[src/sv/bsa_pkg.sv]
package bsa_pkg;

  localparam int unsigned LevelW   = 8;
  localparam int unsigned ModeW    = 3;
  localparam int unsigned CfgAddrW = 5;
  localparam int unsigned CfgDataW = 32;

  // Register indexes (paddr[4:2])
  localparam logic [2:0] RegStartMode   = 3'd0;
  localparam logic [2:0] RegStartTarget = 3'd1;
  localparam logic [2:0] RegStartLow    = 3'd2;
  localparam logic [2:0] RegStartHigh   = 3'd3;
  localparam logic [2:0] RegRestValue   = 3'd4;
  localparam logic [2:0] RegStartStep   = 3'd5;
  localparam logic [2:0] RegRampStep    = 3'd6;
  localparam logic [2:0] RegStartDelay  = 3'd7;

  // Item operations
  typedef enum logic {
    OpTick  = 1'b0,
    OpStart = 1'b1
  } anim_op_e;

  // Animation modes
  localparam logic [ModeW-1:0] ModeIdle   = 3'd0;
  localparam logic [ModeW-1:0] ModeFinish = 3'd1;
  localparam logic [ModeW-1:0] ModeBounce = 3'd2;
  localparam logic [ModeW-1:0] ModeSettle = 3'd3;
  localparam logic [ModeW-1:0] ModeOsc    = 3'd4;
  localparam logic [ModeW-1:0] ModeRamp   = 3'd5;
  localparam logic [ModeW-1:0] ModeWait   = 3'd7;

  // Bound shrink amounts and settle thresholds
  localparam logic [LevelW-1:0] DropWide     = 8'd30;
  localparam logic [LevelW-1:0] DropNarrow   = 8'd10;
  localparam logic [LevelW-1:0] SettleSwitch = 8'd90;
  localparam logic [LevelW-1:0] SettleKnee   = 8'd150;
  localparam logic [LevelW-1:0] SettleHalve  = 8'd120;

  typedef struct packed {
    logic [ModeW-1:0]         start_mode;
    logic [LevelW-1:0]        start_target;
    logic [LevelW-1:0]        start_low;
    logic [LevelW-1:0]        start_high;
    logic [LevelW-1:0]        rest_value;
    logic signed [LevelW-1:0] start_step;
    logic signed [LevelW-1:0] ramp_step;
    logic [LevelW-1:0]        start_delay;
  } cfg_t;

  typedef struct packed {
    logic [ModeW-1:0]         mode;
    logic [LevelW-1:0]        turn_point;
    logic [LevelW-1:0]        low_bound;
    logic [LevelW-1:0]        high_bound;
    logic signed [LevelW-1:0] step;
    logic [LevelW-1:0]        delay_left;
    logic [LevelW-1:0]        level;
  } state_t;

endpackage

[src/sv/bsa_if.sv]
// Input item channel
interface bsa_in_if import bsa_pkg::*; ();
  logic              valid;
  logic              ready;
  logic              operation;
  logic [LevelW-1:0] start_level;

  modport source (output valid, operation, start_level, input ready);
  modport sink   (input valid, operation, start_level, output ready);
endinterface

// Result item channel
interface bsa_out_if import bsa_pkg::*; ();
  logic              valid;
  logic              ready;
  logic [LevelW-1:0] level;
  logic [ModeW-1:0]  mode_out;

  modport source (output valid, level, mode_out, input ready);
  modport sink   (input valid, level, mode_out, output ready);
endinterface

[src/sv/bsa_cfg.sv]
module bsa_cfg import bsa_pkg::*; (
  input  logic                clk_i,
  input  logic                rst_ni,
  input  logic                psel,
  input  logic                penable,
  input  logic                pwrite,
  input  logic [CfgAddrW-1:0] paddr,
  input  logic [CfgDataW-1:0] pwdata,
  output logic [CfgDataW-1:0] prdata,
  output logic                pready,
  output cfg_t                cfg_o
);

  cfg_t       cfg_q;
  logic       wr_en;
  logic [2:0] reg_idx;

  assign pready  = 1'b1;
  assign wr_en   = psel && penable && pwrite;
  assign reg_idx = paddr[CfgAddrW-1:2];
  assign cfg_o   = cfg_q;

  // Register writes
  always_ff @(posedge clk_i or negedge rst_ni) begin
    if (!rst_ni) begin
      cfg_q <= '0;
    end else if (wr_en) begin
      case (reg_idx)
        RegStartMode:   cfg_q.start_mode   <= pwdata[ModeW-1:0];
        RegStartTarget: cfg_q.start_target <= pwdata[LevelW-1:0];
        RegStartLow:    cfg_q.start_low    <= pwdata[LevelW-1:0];
        RegStartHigh:   cfg_q.start_high   <= pwdata[LevelW-1:0];
        RegRestValue:   cfg_q.rest_value   <= pwdata[LevelW-1:0];
        RegStartStep:   cfg_q.start_step   <= pwdata[LevelW-1:0];
        RegRampStep:    cfg_q.ramp_step    <= pwdata[LevelW-1:0];
        RegStartDelay:  cfg_q.start_delay  <= pwdata[LevelW-1:0];
        default: ;
      endcase
    end
  end

  // Read back
  always_comb begin
    prdata = '0;
    case (reg_idx)
      RegStartMode:   prdata[ModeW-1:0]  = cfg_q.start_mode;
      RegStartTarget: prdata[LevelW-1:0] = cfg_q.start_target;
      RegStartLow:    prdata[LevelW-1:0] = cfg_q.start_low;
      RegStartHigh:   prdata[LevelW-1:0] = cfg_q.start_high;
      RegRestValue:   prdata[LevelW-1:0] = cfg_q.rest_value;
      RegStartStep:   prdata[LevelW-1:0] = cfg_q.start_step;
      RegRampStep:    prdata[LevelW-1:0] = cfg_q.ramp_step;
      RegStartDelay:  prdata[LevelW-1:0] = cfg_q.start_delay;
      default: ;
    endcase
  end

endmodule

[src/sv/bsa_step.sv]
module bsa_step import bsa_pkg::*; (
  input  state_t            state_i,
  input  cfg_t              cfg_i,
  input  logic              operation_i,
  input  logic [LevelW-1:0] start_level_i,
  output state_t            state_o
);

  function automatic logic is_pos(input logic [LevelW-1:0] s);
    return (s != '0) && !s[LevelW-1];
  endfunction

  function automatic logic [LevelW-1:0] drop_floor(input logic [LevelW-1:0] v,
                                                   input logic [LevelW-1:0] amt);
    return (v > amt) ? (v - amt) : '0;
  endfunction

  state_t            nx;
  logic [LevelW-1:0] amount;

  assign state_o = nx;

  always_comb begin
    nx     = state_i;
    amount = DropWide;
    if (operation_i == OpStart) begin
      // start: load everything, no tick
      nx.level      = start_level_i;
      nx.mode       = cfg_i.start_mode;
      nx.turn_point = cfg_i.start_target;
      nx.low_bound  = cfg_i.start_low;
      nx.high_bound = cfg_i.start_high;
      nx.step       = cfg_i.start_step;
      nx.delay_left = cfg_i.start_delay;
    end else begin
      // turning point action
      if (state_i.level == state_i.turn_point) begin
        case (state_i.mode)
          ModeFinish: begin
            nx.mode = (state_i.delay_left != '0) ? ModeWait : ModeIdle;
          end
          ModeBounce: begin
            if (state_i.high_bound == state_i.low_bound) begin
              nx.mode = ModeIdle;
            end else begin
              nx.low_bound  = drop_floor(state_i.low_bound, DropWide);
              nx.high_bound = drop_floor(state_i.high_bound, DropWide);
              nx.turn_point = is_pos(state_i.step) ? nx.high_bound : nx.low_bound;
              nx.step       = -state_i.step;
            end
          end
          ModeSettle: begin
            if (state_i.high_bound == state_i.low_bound) begin
              nx.mode = ModeIdle;
            end else if (state_i.low_bound == SettleSwitch) begin
              nx.mode       = ModeFinish;
              nx.step       = '1;
              nx.turn_point = '0;
            end else begin
              amount        = (state_i.low_bound <= SettleKnee) ? DropNarrow : DropWide;
              nx.low_bound  = drop_floor(state_i.low_bound, amount);
              nx.high_bound = drop_floor(state_i.high_bound, amount);
              nx.turn_point = is_pos(state_i.step) ? nx.high_bound : nx.low_bound;
              nx.step       = -state_i.step;
              if (nx.low_bound == SettleHalve) begin
                nx.step = {nx.step[LevelW-1], nx.step[LevelW-1:1]};
              end
            end
          end
          ModeOsc: begin
            nx.turn_point = is_pos(state_i.step) ? state_i.high_bound : state_i.low_bound;
            nx.step       = -state_i.step;
          end
          ModeRamp: begin
            nx.mode       = ModeFinish;
            nx.turn_point = cfg_i.rest_value;
            nx.step       = cfg_i.ramp_step;
            if (is_pos(cfg_i.ramp_step)) begin
              if (cfg_i.rest_value <= state_i.level) nx.mode = ModeIdle;
            end else if (cfg_i.rest_value >= state_i.level) begin
              nx.mode = ModeIdle;
            end
          end
          default: ;
        endcase
      end
      // delay countdown or step advance
      if (nx.mode != ModeIdle) begin
        if (nx.delay_left != '0) begin
          if (nx.delay_left == 8'd1) begin
            nx.level = cfg_i.rest_value;
            nx.mode  = ModeFinish;
          end
          nx.delay_left = nx.delay_left - 8'd1;
        end else begin
          nx.level = nx.level + $unsigned(nx.step);
        end
      end
    end
  end

endmodule

[src/sv/bounce_settle_animator_unit.sv]
// An item passes the input register, then the state/result register.
// One item per cycle if results are taken; the state update is a single byte-wide pass.
// Reset (rst_ni low, asynchronous): animator state, configuration registers and all valid
// flags clear to zero; no item is held and no result is shown.
// A stalled result holds the input register; ready follows the result side combinationally.
module bounce_settle_animator_unit import bsa_pkg::*; (
  input  logic                clk_i,
  input  logic                rst_ni,
  bsa_in_if.sink              in_i,
  bsa_out_if.source           out_o,
  input  logic                psel,
  input  logic                penable,
  input  logic                pwrite,
  input  logic [CfgAddrW-1:0] paddr,
  input  logic [CfgDataW-1:0] pwdata,
  output logic [CfgDataW-1:0] prdata,
  output logic                pready
);

  cfg_t              cfg;
  state_t            state_q, state_d;
  logic              s1_valid_q, s1_valid_d;
  logic              s1_op_q;
  logic [LevelW-1:0] s1_level_q;
  logic              out_valid_q, out_valid_d;
  logic              advance;
  logic              in_acc;

  bsa_cfg u_cfg (
    .clk_i   (clk_i),
    .rst_ni  (rst_ni),
    .psel    (psel),
    .penable (penable),
    .pwrite  (pwrite),
    .paddr   (paddr),
    .pwdata  (pwdata),
    .prdata  (prdata),
    .pready  (pready),
    .cfg_o   (cfg)
  );

  bsa_step u_step (
    .state_i       (state_q),
    .cfg_i         (cfg),
    .operation_i   (s1_op_q),
    .start_level_i (s1_level_q),
    .state_o       (state_d)
  );

  // Handshake control
  assign advance    = !out_valid_q || out_o.ready;
  assign in_i.ready = !s1_valid_q || advance;
  assign in_acc     = in_i.valid && in_i.ready;

  always_comb begin
    s1_valid_d = s1_valid_q;
    if (in_acc) begin
      s1_valid_d = 1'b1;
    end else if (advance) begin
      s1_valid_d = 1'b0;
    end
  end

  assign out_valid_d = advance ? s1_valid_q : out_valid_q;

  // Valid flags and animator state (state doubles as the result register)
  always_ff @(posedge clk_i or negedge rst_ni) begin
    if (!rst_ni) begin
      s1_valid_q  <= 1'b0;
      out_valid_q <= 1'b0;
      state_q     <= '0;
    end else begin
      s1_valid_q  <= s1_valid_d;
      out_valid_q <= out_valid_d;
      if (s1_valid_q && advance) begin
        state_q <= state_d;
      end
    end
  end

  // Input item register
  always_ff @(posedge clk_i) begin
    if (in_acc) begin
      s1_op_q    <= in_i.operation;
      s1_level_q <= in_i.start_level;
    end
  end

  assign out_o.valid    = out_valid_q;
  assign out_o.level    = state_q.level;
  assign out_o.mode_out = state_q.mode;

endmodule

[src/flat_wrapper.sv]
// flat-port wrapper written by rule: the top's interface ports become plain ports
module bounce_settle_animator_unit_flat import bsa_pkg::*;
  (clk_i, rst_ni, psel, penable, pwrite, paddr, pwdata, prdata, pready, in_i_valid, in_i_operation, in_i_start_level, in_i_ready, out_o_valid, out_o_level, out_o_mode_out, out_o_ready);
  bsa_in_if in_i_i ();
  bsa_out_if out_o_i ();
  input  logic clk_i;
  input  logic rst_ni;
  input  logic psel;
  input  logic penable;
  input  logic pwrite;
  input  logic [CfgAddrW-1:0] paddr;
  input  logic [CfgDataW-1:0] pwdata;
  output logic [CfgDataW-1:0] prdata;
  output logic pready;
  input wire logic [$bits(in_i_i.valid)-1:0] in_i_valid;
  input wire logic [$bits(in_i_i.operation)-1:0] in_i_operation;
  input wire logic [$bits(in_i_i.start_level)-1:0] in_i_start_level;
  output wire logic [$bits(in_i_i.ready)-1:0] in_i_ready;
  output wire logic [$bits(out_o_i.valid)-1:0] out_o_valid;
  output wire logic [$bits(out_o_i.level)-1:0] out_o_level;
  output wire logic [$bits(out_o_i.mode_out)-1:0] out_o_mode_out;
  input wire logic [$bits(out_o_i.ready)-1:0] out_o_ready;
  assign in_i_i.valid = in_i_valid;
  assign in_i_i.operation = in_i_operation;
  assign in_i_i.start_level = in_i_start_level;
  assign in_i_ready = in_i_i.ready;
  assign out_o_valid = out_o_i.valid;
  assign out_o_level = out_o_i.level;
  assign out_o_mode_out = out_o_i.mode_out;
  assign out_o_i.ready = out_o_ready;
  bounce_settle_animator_unit u_core (.clk_i(clk_i), .rst_ni(rst_ni), .in_i(in_i_i), .out_o(out_o_i), .psel(psel), .penable(penable), .pwrite(pwrite), .paddr(paddr), .pwdata(pwdata), .prdata(prdata), .pready(pready));
endmodule
[config.mk]
export PLATFORM = sky130hd
export DESIGN_NAME = bounce_settle_animator_unit_flat
export DESIGN_NICKNAME = d
export VERILOG_FILES = /design/src/sv/bsa_pkg.sv /design/src/sv/bsa_if.sv /design/src/sv/bsa_cfg.sv /design/src/sv/bsa_step.sv /design/src/sv/bounce_settle_animator_unit.sv /design/src/flat_wrapper.sv
export SDC_FILE = /design/constraint.sdc
export NUM_CORES = 1
export LEC_CHECK = 0
export BUFFER_PORTS_ARGS = -buffer_cell sky130_fd_sc_hd__buf_2
export CAP_MARGIN = 20
export CELL_PAD_IN_SITES_DETAIL_PLACEMENT = 0
export CELL_PAD_IN_SITES_GLOBAL_PLACEMENT = 1
export CORE_UTILIZATION = 46
export CTS_CLUSTER_SIZE = 20
export DETAILED_ROUTE_END_ITERATION = 10
export PLACE_DENSITY_LB_ADDON = 0.2
export SYNTH_ARGS = -nofsm -noshare
export SYNTH_HDL_FRONTEND = slang
export SYNTH_SLANG_ARGS = --single-unit
[constraint.sdc]
create_clock -name clk_i -period 6.85 [get_ports clk_i]
set_input_delay 0.3425 -clock clk_i [delete_from_list [all_inputs] [get_ports clk_i]]
set_output_delay 0.3425 -clock clk_i [all_outputs]
set_load 0.02 [all_outputs]
==> results of run 1 <==
## layer usage
layer | GRT usage, % | up-vias | routed length, µm
met5 | 0 | - | 0
met3 | 3.974 | 44 | 1654
met1 | 42.08 | 3723 | 13050
met4 | 9.554 | 0 | 640
met2 | 41.79 | 281 | 11790
li1 | - | 3588 | -
## logic make-up after synthesis
| family | Yosys count |
|---|---|
| AO/OA/AOI/OAI | 267 |
| buffers and inverters | 123 |
| other | 2 |
| flip-flops | 121 |
| multiplexers | 101 |
| AND/OR/NAND/NOR | 314 |
| XOR/XNOR | 42 |
| adder cells (fa/ha/maj) | 28 |
## where the power goes
part / leakage (nW) / switching (mW) / total, mW / internal [mW]
Combinational: 2.38 / 0.938 / 1.59 / 0.655
Clock: 0.295 / 0.359 / 0.954 / 0.595
Sequential: 1.51 / 0.262 / 1.15 / 0.889
Total: 4.18 / 1.56 / 3.70 / 2.14
## cell type report
cell class	instances	area, µm²	area share, %
tap	260	325.3	3.336
clock buffer	19	452.9	4.645
multi-input combinational	777	5269	54.03
timing repair buffer	63	357.8	3.669
inverter	29	108.9	1.116
sequential	121	3073	31.51
clock inverter	12	165.2	1.694
## worst min path at each step
stage               startpoint  slack (ns)                    end  cells after the start
finish                  rst_ni       -0.02     u_core.state_q[29]                      1
global placement        rst_ni        0.47     u_core.state_q[29]                      1
detailed placement      rst_ni        0.47     u_core.state_q[29]                      1
CTS                     rst_ni        0.02     u_core.state_q[29]                      1
global route            rst_ni        0.04     u_core.state_q[29]                      1
floorplan               rst_ni        0.05  u_core.out_o.level[0]                      0
## worst reg2reg max path: stages (launching register included)
cell	delay [ns]
dfrtp_1	0.51
a31oi_1	0.21
o21ai_0	0.08
nand2_1	0.22
inv_1	0.15
fa_1	0.53
and3b_4	0.38
nor4_1	0.07
xnor2_1	0.31
nor4b_4	0.67
mux2_4	0.36
o21ai_1	0.16
a41oi_2	0.20
ha_1	0.32
a21oi_1	0.08
o211ai_1	0.24
nor4_1	0.08
nor3_1	0.55
nor2b_1	0.11
mux2i_1	0.17
o21ai_0	0.11
o32ai_1	0.29
## per-stage QoR
stage	util, %	instance area (µm²)	total power [mW]
finish	51.79	9752	3.698
global route	51.79	9752	3.923
CTS	51.79	9752	3.683
detailed placement	48.50	9134	2.721
global placement	48.50	9134	2.712
floorplan	-	8962	2.325
## sequential cells by signal (all words and copies together), names as in the netlist
signal	flops
u_core.s1_valid_q	1
u_core.s1_op_q	1
u_core.state_q	40
u_core.out_o.mode_out	3
u_core.s1_level_q	8
u_core.out_o.valid	1
u_core.out_o.level	8
u_core.u_cfg.cfg_o	59
## synthesized netlist by cell type (6+ instances only)
| master | instances |
|---|---|
| xnor2_1 | 32 |
| ha_1 | 25 |
| a31oi_1 | 18 |
| dfrtp_1 | 112 |
| inv_1 | 27 |
| nand2b_1 | 13 |
| o211ai_1 | 12 |
| a21o_1 | 15 |
| a21oi_1 | 71 |
| xor2_1 | 10 |
| clkbuf_1 | 35 |
| nor2b_1 | 8 |
| nand4_1 | 11 |
| a22oi_1 | 7 |
| a221oi_1 | 9 |
| nand2_1 | 99 |
| o22ai_1 | 9 |
| mux2i_1 | 22 |
| nor4_1 | 8 |
| buf_4 | 41 |
| nor2_1 | 89 |
| buf_2 | 10 |
| o21ai_0 | 68 |
| nor3_1 | 31 |
| mux4_2 | 6 |
| edfxtp_1 | 9 |
| nand3_1 | 24 |
| mux2_2 | 70 |
==> impl_metrics.csv, run 1 <==
group,metric,value,unit
synthesis,muxShareOfSynthArea,13.39,%
timing,fin_skew,0.009499,ns
run,drv_cap,0,
finish,drive_above_1_share,18.90,%
clocking,cts_buffers,17,
placed_design,io_buffer_count,47,
grt,grt_max_degree,68,
setup_path,crit_path_end,"u_core.out_o.level[7]",
setup_path,crit_buf_inv,1,
finish,fill_cells,1779,
synthesis,yosys.area_share.xor_xnor,4.144,%
setup_path,crit_family,"simple AND/OR/NAND/NOR gates",
synthesis,synth_cells,998,
synthesis,synth_top_area_share,31.58,%
setup_path,critPathSlowestCell,"nor4b_4",
clocking,cts_root_buf,"clkbuf_16",
timing,setup-tns-final,0,ns
routing,drt_first_iter_violations,611,
synthesis,syn_avg_cell_area,8.894,µm²
floorplanning,io_pins,99,
floorplanning,die_x,140.9,µm
timing,hold_viol,16,
floorplanning,die-area,0.01986,mm²
hold_path,min-delay-path-class,"in -> async",
clocking,cts_resized,0,
finish,finalNetCount,1090,
synthesis,ys.flop_type,"dfrtp_1",
timing,fin_ws,0.9665,ns
setup_path,startpoint,"u_core.state_q[32]",
outcome,violations,"hold timing",
floorplanning,core,0.01883,mm²
routing,drc,0,
finish,diodes,0,
timing,fin_crit,5.884,ns
clocking,insertion_delay,0.43,ns
setup_path,critPathMaxFanout,9,
synthesis,yosysSeqAreaShare,34.62,%
grt,grt_pass1_wl,41900,µm
synthesis,synth_compound_area_share,19.23,%
timing,slew_viol_final,0,
routing,drt_wl_total,27140,µm
pwr,ir_worst_vdd,0.2101,mV
setup_path,r2r-end,"u_core.out_o.level[7]",
setup_path,start_kind,"flip-flop",
timing,fin_crit_sh,85.89,%
routing,ant_nets,0,
clocking,clkTransAtPathRegs,0.06,ns
finish,area_growth,9.867,%
routing,routed_via_density,5.961,
placed_design,dp_slack,1.074,ns
synthesis,synth-edff-count,9,
routing,drtPass1Iterations,6,
clocking,clkSinkCount,121,
floorplanning,die_y,140.9,µm
setup_path,rrSetupSlack,0.97,ns
setup_path,reg2reg_depth,21,
clocking,h-tree-depth,4,
synthesis,synth_top_area_cell,"dfrtp_1",
setup_path,reg2reg_from,"u_core.state_q[32]",
clocking,cts_tree,"built",
pwr,p_leak,4.180,nW
finish,final_cell_mix,"112 x dfrtp_1, 99 x nand2_1, 87 x nor2_1",
routing,num_vias,7636,
grt,grt_usage,28.22,%
synthesis,yosys_warnings,0,
synthesis,synthSimpleGateAreaFrac,17.04,%
clocking,cts_buffer_depth,2,
outcome,status,"finished with violations",
synthesis,ys_types,84,
setup_path,path_class,"reg -> reg",
timing,relSlewSlack,27.97,%
setup_path,crit_required,7.18,ns
setup_path,path_cells,"a31oi_1 -> o21ai_0 -> nand2_1 -> inv_1 -> fa_1 -> and3b_4 -> nor4_1 -> xnor2_1 -> nor4b_4 -> mux2_4 -> o21ai_1 -> a41oi_2 -> ha_1 -> a21oi_1 -> o211ai_1 -> nor4_1 -> nor3_1 -> nor2b_1 -> mux2i_1 -> o21ai_0 -> o32ai_1",
timing,finalSetupViolations,0,
timing,timing.fmax,170.0,MHz
floorplanning,rows,50,
setup_path,cpPeakStageDelay,0.67,ns
synthesis,syn-cell-area,0.008876,mm²
finish,layout_commonest_cell,"dfrtp_1",
routing,wl_per_cell,21.18,µm
grt,antenna_found_initial,0,
timing,worstMarginPinSlew,1.080,ns
placed_design,place_congestion,0.8810,
grt,overflow,0,
setup_path,arrival,6.21,ns
synthesis,synth_top_family_by_area,"compound AO/OA/AOI/OAI gates",
pwr,power.density,379.2,mW/mm²
clocking,cts-hold-fix-buffers,0,
setup_path,cp.depth,21,
timing,grt_setup_unrepaired,"false",
synthesis,synthAdderAreaFrac,4.201,%
synthesis,synth_top_cells_by_area,"dfrtp_1 32%, mux2_2 8.9%, nand2_1 4.2%, a21oi_1 4.0%, o21ai_0 3.8%",
synthesis,synth-async-reset-ratio,92.56,%
timing,hold_ws,-0.01981,ns
clocking,cts_setup_buffers,0,
synthesis,synth-seq-cells,121,
grt,grt_pass1_vias,7054,
placed_design,placedCellCount,1250,
setup_path,crit_path_end_kind,"flip-flop",
finish,stdcell_count,1281,
floorplanning,start_util,47.14,%
placed_design,dp_hpwl,19530,µm
Power figures use the tool's default switching activity.
==> run 2: changes to the inputs <==
Settings changed: CORE_UTILIZATION 46 to 47, PLACE_DENSITY set to 0.85, PLACE_DENSITY_LB_ADDON 0.2 to unset, SLEW_MARGIN set to 30, SYNTH_HIERARCHICAL set to 1.
==> run 2 against run 1 <==
Net effect:
- the flow now finishes without violations
- register-to-register slack better by 0.40 ns
- wire length grew 7.2%
- first-iteration DRC count up 51%
- hold slack improved by 0.12 ns
- critical endpoint is now u_core/out_o.level[7]
- sequential power up 12%
- area after synthesis rose by 9.3%
- utilization up 0.10 points
- total power increased by 13%
==> impl_metrics.csv, run 2 <==
group,metric,value,unit
placed_design,io_buffer_count,47,
synthesis,synthTopCellsByCount,"112 x dfrtp_1, 93 x nand2_1, 77 x mux2_2, 58 x a21oi_1, 51 x nor2_1",
timing,setup-tns-final,0,ns
finish,finalNetCount,1102,
clocking,cts_buffer_depth,2,
finish,area_growth,8.256,%
setup_path,startpoint,"u_core/state_q[37]",
timing,fin_ws,1.365,ns
pwr,p_leak,4.579,nW
routing,drc,0,
outcome,status,"finished clean",
synthesis,synth_top_area_cell,"dfrtp_1",
grt,overflow,0,
floorplanning,io_pins,99,
routing,routed_via_density,6.444,
floorplanning,core,0.02023,mm²
pwr,ir_worst_vdd,0.1805,mV
synthesis,synthSimpleGateAreaFrac,15.12,%
finish,drive_above_1_share,24.01,%
timing,grt_setup_unrepaired,"false",
floorplanning,die_x,145.7,µm
synthesis,synthAdderAreaFrac,3.973,%
clocking,cts_resized,0,
floorplanning,die-area,0.02122,mm²
setup_path,crit_path_end,"u_core/out_o.level[7]",
setup_path,rrSetupSlack,1.36,ns
setup_path,critPathSlowestCell,"dfrtp_1",
finish,final_util,51.89,%
synthesis,ys.flop_type,"dfrtp_1",
finish,layout_commonest_cell,"dfrtp_1",
routing,wl_per_cell,22.32,µm
floorplanning,rows,52,
setup_path,start_kind,"flip-flop",
grt,grt_pass1_wl,44880,µm
synthesis,yosys_warnings,6,
clocking,insertion_delay,0.42,ns
placed_design,placed_cell_area,0.009839,mm²
finish,largest_reg_flops,59,
setup_path,reg2reg_depth,21,
synthesis,ys_types,92,
synthesis,synth_top_family_by_area,"multiplexers",
grt,grt_pass1_vias,7777,
clocking,clkSinkCount,121,
placed_design,place_congestion,0.9319,
synthesis,synth-async-reset-ratio,92.56,%
setup_path,crit_required,7.15,ns
grt,antenna_found_initial,0,
placed_design,dp_slack,1.478,ns
timing,timing.fmax,182.3,MHz
setup_path,cp_common_cell,"a21oi_1",
timing,slew_viol_final,0,
synthesis,synth_top_area_share,28.90,%
floorplanning,die_y,145.7,µm
run,drv_cap,0,
finish,fill_cells,1840,
setup_path,cpPeakStageDelay,0.67,ns
setup_path,reg2reg_from,"u_core/state_q[37]",
placed_design,dp_hpwl,20410,µm
floorplanning,start_util,47.93,%
timing,finalSetupViolations,0,
timing,fin_crit_sh,80.08,%
clocking,h-tree-depth,4,
setup_path,arrival,5.79,ns
synthesis,muxShareOfSynthArea,19.61,%
routing,ant_nets,0,
clocking,cts_setup_buffers,0,
setup_path,path_cells,"nor2_1 -> o21ai_0 -> nand2_1 -> ha_1 -> a21o_1 -> o21bai_1 -> a211o_1 -> nor3_2 -> a31oi_2 -> a221oi_1 -> nor2_1 -> ha_1 -> a21oi_1 -> o21ai_0 -> a21oi_1 -> o21bai_1 -> a21oi_1 -> xor2_1 -> a41o_1 -> a21oi_1 -> mux2_4",
clocking,cts_tree,"built",
clocking,cts_buffers,17,
synthesis,synth_compound_area_share,19.14,%
clocking,cts-hold-fix-buffers,1,
grt,grt_max_degree,84,
routing,num_vias,8396,
grt,grt_usage,27.46,%
synthesis,syn_avg_cell_area,9.565,µm²
routing,drt_first_iter_violations,921,
timing,worstMarginPinSlew,0.9385,ns
synthesis,synth_top_cells_by_area,"dfrtp_1 29%, mux2_2 8.9%, mux2_4 7.7%, nand2_1 3.6%, ha_1 3.4%",
hold_path,min-delay-path-class,"in -> reg",
timing,fin_crit,5.485,ns
synthesis,yosys.area_share.xor_xnor,2.980,%
synthesis,synth-seq-cells,121,
pwr,power.density,397.7,mW/mm²
timing,hold_viol,0,
setup_path,path_class,"reg -> reg",
routing,drtPass1Iterations,7,
timing,fin_skew,0.009295,ns
synthesis,syn-cell-area,0.009699,mm²
timing,relSlewSlack,37.43,%
synthesis,synth.most_common_cell,"dfrtp_1",
synthesis,yosysSeqAreaShare,31.68,%
clocking,cts_root_buf,"clkbuf_16",
clocking,clkTransAtPathRegs,0.06,ns
routing,drt_wl_total,29090,µm
synthesis,synth-edff-count,9,
setup_path,r2r-end,"u_core/out_o.level[7]",
setup_path,crit_path_end_kind,"flip-flop",
setup_path,critPathMaxFanout,16,
pwr,p_total,4.176,mW
finish,diodes,0,
synthesis,synth_cells,1014,
finish,final_cell_area,0.01050,mm²
finish,final_cell_mix,"112 x dfrtp_1, 93 x nand2_1, 77 x mux2_2",
## run 2: routing by layer
layer,GRT usage (%),up-vias,share of wire (%)
met5,0,-,0
met3,5.643,54,8.4
met2,42.07,454,46
li1,-,3727,-
met4,8.474,0,2.4
met1,38.89,4161,44
## run 2: critical path: cells and delay by family, from the launching register on
family / cells / cell delay (ns)
compound gates: 13 / 2.59
mux: 1 / 0.27
simple gates: 4 / 0.86
flops: 1 / 0.67
xor+xnor: 1 / 0.30
fa+ha+maj: 2 / 0.67
## run 2: worst min-delay path by stage
stage               slack, ns                start  cells past startpoint                     to
floorplan                0.05               rst_ni                      0  u_core/out_o.level[0]
global placement         0.40               rst_ni                      1     u_core/state_q[26]
detailed placement       0.40               rst_ni                      1     u_core/state_q[27]
CTS                      0.08  in_i_start_level[6]                      1   u_core/s1_level_q[6]
global route             0.07  in_i_start_level[4]                      1   u_core/s1_level_q[4]
finish                    0.1       in_i_operation                      1         u_core/s1_op_q
## run 2: final cells by class
class	count	area [µm²]	share of cell area, %
Sequential cell	121	3073	29.27
Multi-Input combinational cell	786	6005	57.19
Clock buffer	21	481.7	4.588
Tap cell	270	337.8	3.217
Clock inverter	11	132.6	1.263
Timing Repair Buffer	56	327.8	3.122
Inverter	38	142.6	1.358
## run 2: logic make-up (layout without fill, tap and decap cells)
family,after synthesis,count (layout)
DFF,121,121
and+or+nand+nor,280,280
AOI/OAI and AO/OA,272,272
muxes,147,147
other,2,25
adders and majority gates,29,29
buffers and inverters,130,126
xor gates and xnor gates,33,33
## run 2: power breakdown
| part | leakage [nW] | switching, mW | internal [mW] |
|---|---|---|---|
| combinational | 2.78 | 1.10 | 0.843 |
| sequential | 1.50 | 0.382 | 0.907 |
| clock | 0.296 | 0.360 | 0.582 |
| total | 4.58 | 1.84 | 2.33 |
## run 2: metrics by stage
stage / instances / hold slack, ns
final: 1303 / 0.09932
after detailed placement: 1269 / 0.4040
after global placement: 1269 / 0.3982
after CTS: 1302 / 0.07625
after floorplan: 1037 / 0.04691
after global routing: 1303 / 0.07290
==> run 3: changes to the inputs <==
Clock period 6.85 ns to 5.3 ns, I/O delays scaled along.
==> run 3 against run 2 <==
Net effect:
- first-iteration DRC count shrank 9.7%
- via count grew 0.80%
- sequential cell count is the same
- utilization grew 0.65 points
- combinational power grew 35%
- non-clock buffer count grew 19
- clock power grew 22%
- count of clock-buffer cells in the layout shrank 4
- cell count grew 1.5%
- setup slack lost 0.97 ns
- maximum frequency grew 12%
- wire length grew 0.96%
==> impl_metrics.csv, run 3 (same netlist as run 2, synthesis figures left out) <==
group,metric,value,unit
outcome,status,"finished clean",
grt,grt_max_degree,84,
floorplanning,die_x,145.7,µm
grt,gr-usage-met3,4.295,%
run,drv_cap,0,
routing,drt_first_iter_violations,832,
setup_path,crit_required,5.62,ns
timing,hold_viol,0,
grt,overflow,0,
hold_path,min-delay-path-class,"in -> reg",
pwr,p_leak,4.662,nW
finish,finalNetCount,1121,
finish,drive_above_1_share,25.00,%
floorplanning,die_y,145.7,µm
pwr,ir_worst_vdd,0.2516,mV
finish,final_cell_mix,"112 x dfrtp_1, 92 x nand2_1, 77 x mux2_2",
grt,grt_pass1_vias,7955,
floorplanning,io_pins,99,
placed_design,place_congestion,0.9432,
placed_design,placed_cell_area,0.009920,mm²
clocking,cts_buffers,17,
grt,grt_pass1_wl,45610,µm
finish,final_cell_area,0.01063,mm²
timing,timing.fmax,203.9,MHz
timing,setup-tns-final,0,ns
timing,finalSetupViolations,0,
grt,grt_usage,28.05,%
clocking,insertion_delay,0.44,ns
setup_path,crit_path_end_kind,"flip-flop",
pwr,p_total,5.395,mW
routing,wl_per_cell,22.21,µm
routing,routed_via_density,6.402,
setup_path,critPathMaxFanout,5,
floorplanning,start_util,47.93,%
placed_design,io_buffer_count,47,
floorplanning,core,0.02023,mm²
pwr,internal_power,2.927,mW
timing,slew_viol_final,0,
grt,grtUsageMet2,42.84,%
setup_path,path_class,"reg -> reg",
pwr,power.density,507.5,mW/mm²
finish,diodes,0,
finish,final_util,52.54,%
setup_path,arrival,5.22,ns
pwr,clkPwrFrac,21.4,%
floorplanning,rows,52,
grt,grt.busiest_layer,"met2",
setup_path,cpPeakStageDelay,0.50,ns
grt,antenna_found_initial,0,
setup_path,path_cells,"nor2_1 -> o21ai_0 -> nand2_2 -> inv_1 -> fa_1 -> o21bai_2 -> nor3_1 -> a311o_1 -> a31oi_1 -> o311ai_1 -> o21ai_1 -> nand2_1 -> ha_1 -> fa_1 -> nand2_1 -> nand2_1 -> a21oi_1 -> o21ai_0 -> xnor2_1 -> o21ai_0 -> a21o_1 -> o22a_1 -> mux2_4",
clocking,clkTransAtPathRegs,0.06,ns
finish,layout_commonest_cell,"dfrtp_1",
pwr,switching_share,45.75,%
routing,drt_wl_total,29370,µm
pwr,p_switching,2.468,mW
finish,largest_reg_flops,59,
routing,num_vias,8463,
timing,grt_setup_unrepaired,"false",
floorplanning,die-area,0.02122,mm²
placed_design,dp_hpwl,20660,µm
finish,fill_cells,1834,
placed_design,placedCellCount,1280,
timing,worstMarginPinSlew,0.9177,ns
routing,drtPass1Iterations,5,
clocking,clkSinkCount,121,
clocking,cts_setup_buffers,0,
routing,drc,0,
clocking,cts_tree,"built",
grt,met1_usage,40.20,%
routing,ant_nets,0,
clocking,cts_root_buf,"clkbuf_16",
timing,relSlewSlack,38.60,%
timing,fin_skew,0.01028,ns
timing,fin_crit_sh,92.54,%
pwr,seq_power_share,29.9,%
finish,stdcell_count,1322,
setup_path,start_kind,"flip-flop",
timing,fin_crit,4.905,ns
pwr,combPwrFrac,48.7,%
clocking,cts_buffer_depth,2,
finish,area_growth,9.610,%
setup_path,critPathSlowestCell,"fa_1",
clocking,h-tree-depth,4,
[run 3: per-stage QoR]
step	worst slack [ns]	hold WS, ns
finish	0.3953	0.04358
global route	0.04533	0.06486
CTS	0.1825	0.02174
detailed placement	0.2142	0.3835
global placement	0.3008	0.3782
floorplan	0.5970	-0.03059
[run 3: power groups by stage]
stage               Sequential [mW]  Combinational, mW  Clock, mW
global route                   1.64               2.85       1.20
floorplan                      1.41               2.08          0
finish                         1.61               2.63       1.15
CTS                            1.60               2.56       1.17
global placement               1.61               2.50          0
detailed placement             1.61               2.53          0
[run 3: worst max-delay path: cells and delay by family (launching register included)]
kind            cells  cell delay, ns
compound gates     11            2.06
xor+xnor            1            0.18
fa+ha+maj           3            1.11
buf+inv             1            0.10
flops               1            0.38
mux                 1            0.26
simple gates        6            0.70
[run 3: worst paths after layout]
check | end | slack [ns] | start | cells after the start
hold / removal | u_core/s1_valid_q | 0.04 | in_i_valid | 2
max in group asynchronous | u_core/out_o.level[6] | 3.63 | rst_ni | 3
setup / recovery | u_core/out_o.level[6] | 0.40 | u_core/state_q[38] | 23
hold reg to reg | u_core/u_cfg/cfg_o[45] | 0.53 | u_core/u_cfg/cfg_o[45] | 1
setup reg to reg | u_core/out_o.level[6] | 0.40 | u_core/state_q[38] | 23
min in group asynchronous | u_core/state_q[28] | 0.45 | rst_ni | 2
[run 3: repair_timing]
action	CTS	global route
endpoints found under the setup margin	0	2
resized for setup	0	6
hold endpoints to repair	65	0
hold buffers	10	0
[run 3: layer usage]
metal | up-vias | share of wire (%)
li1 | 3772 | -
met1 | 4182 | 43
met2 | 444 | 45
met3 | 65 | 8.5
met4 | 0 | 3.1
met5 | - | 0
[run 3: layout make-up]
| type | count | area [µm²] | area share, % |
|---|---|---|---|
| multi-input combinational | 786 | 6027 | 56.69 |
| clock buffer | 17 | 425.4 | 4.001 |
| clock inverter | 15 | 152.6 | 1.436 |
| inverter | 38 | 142.6 | 1.342 |
| tap | 270 | 337.8 | 3.178 |
| timing repair buffer | 75 | 473.0 | 4.449 |
| sequential | 121 | 3073 | 28.90 |
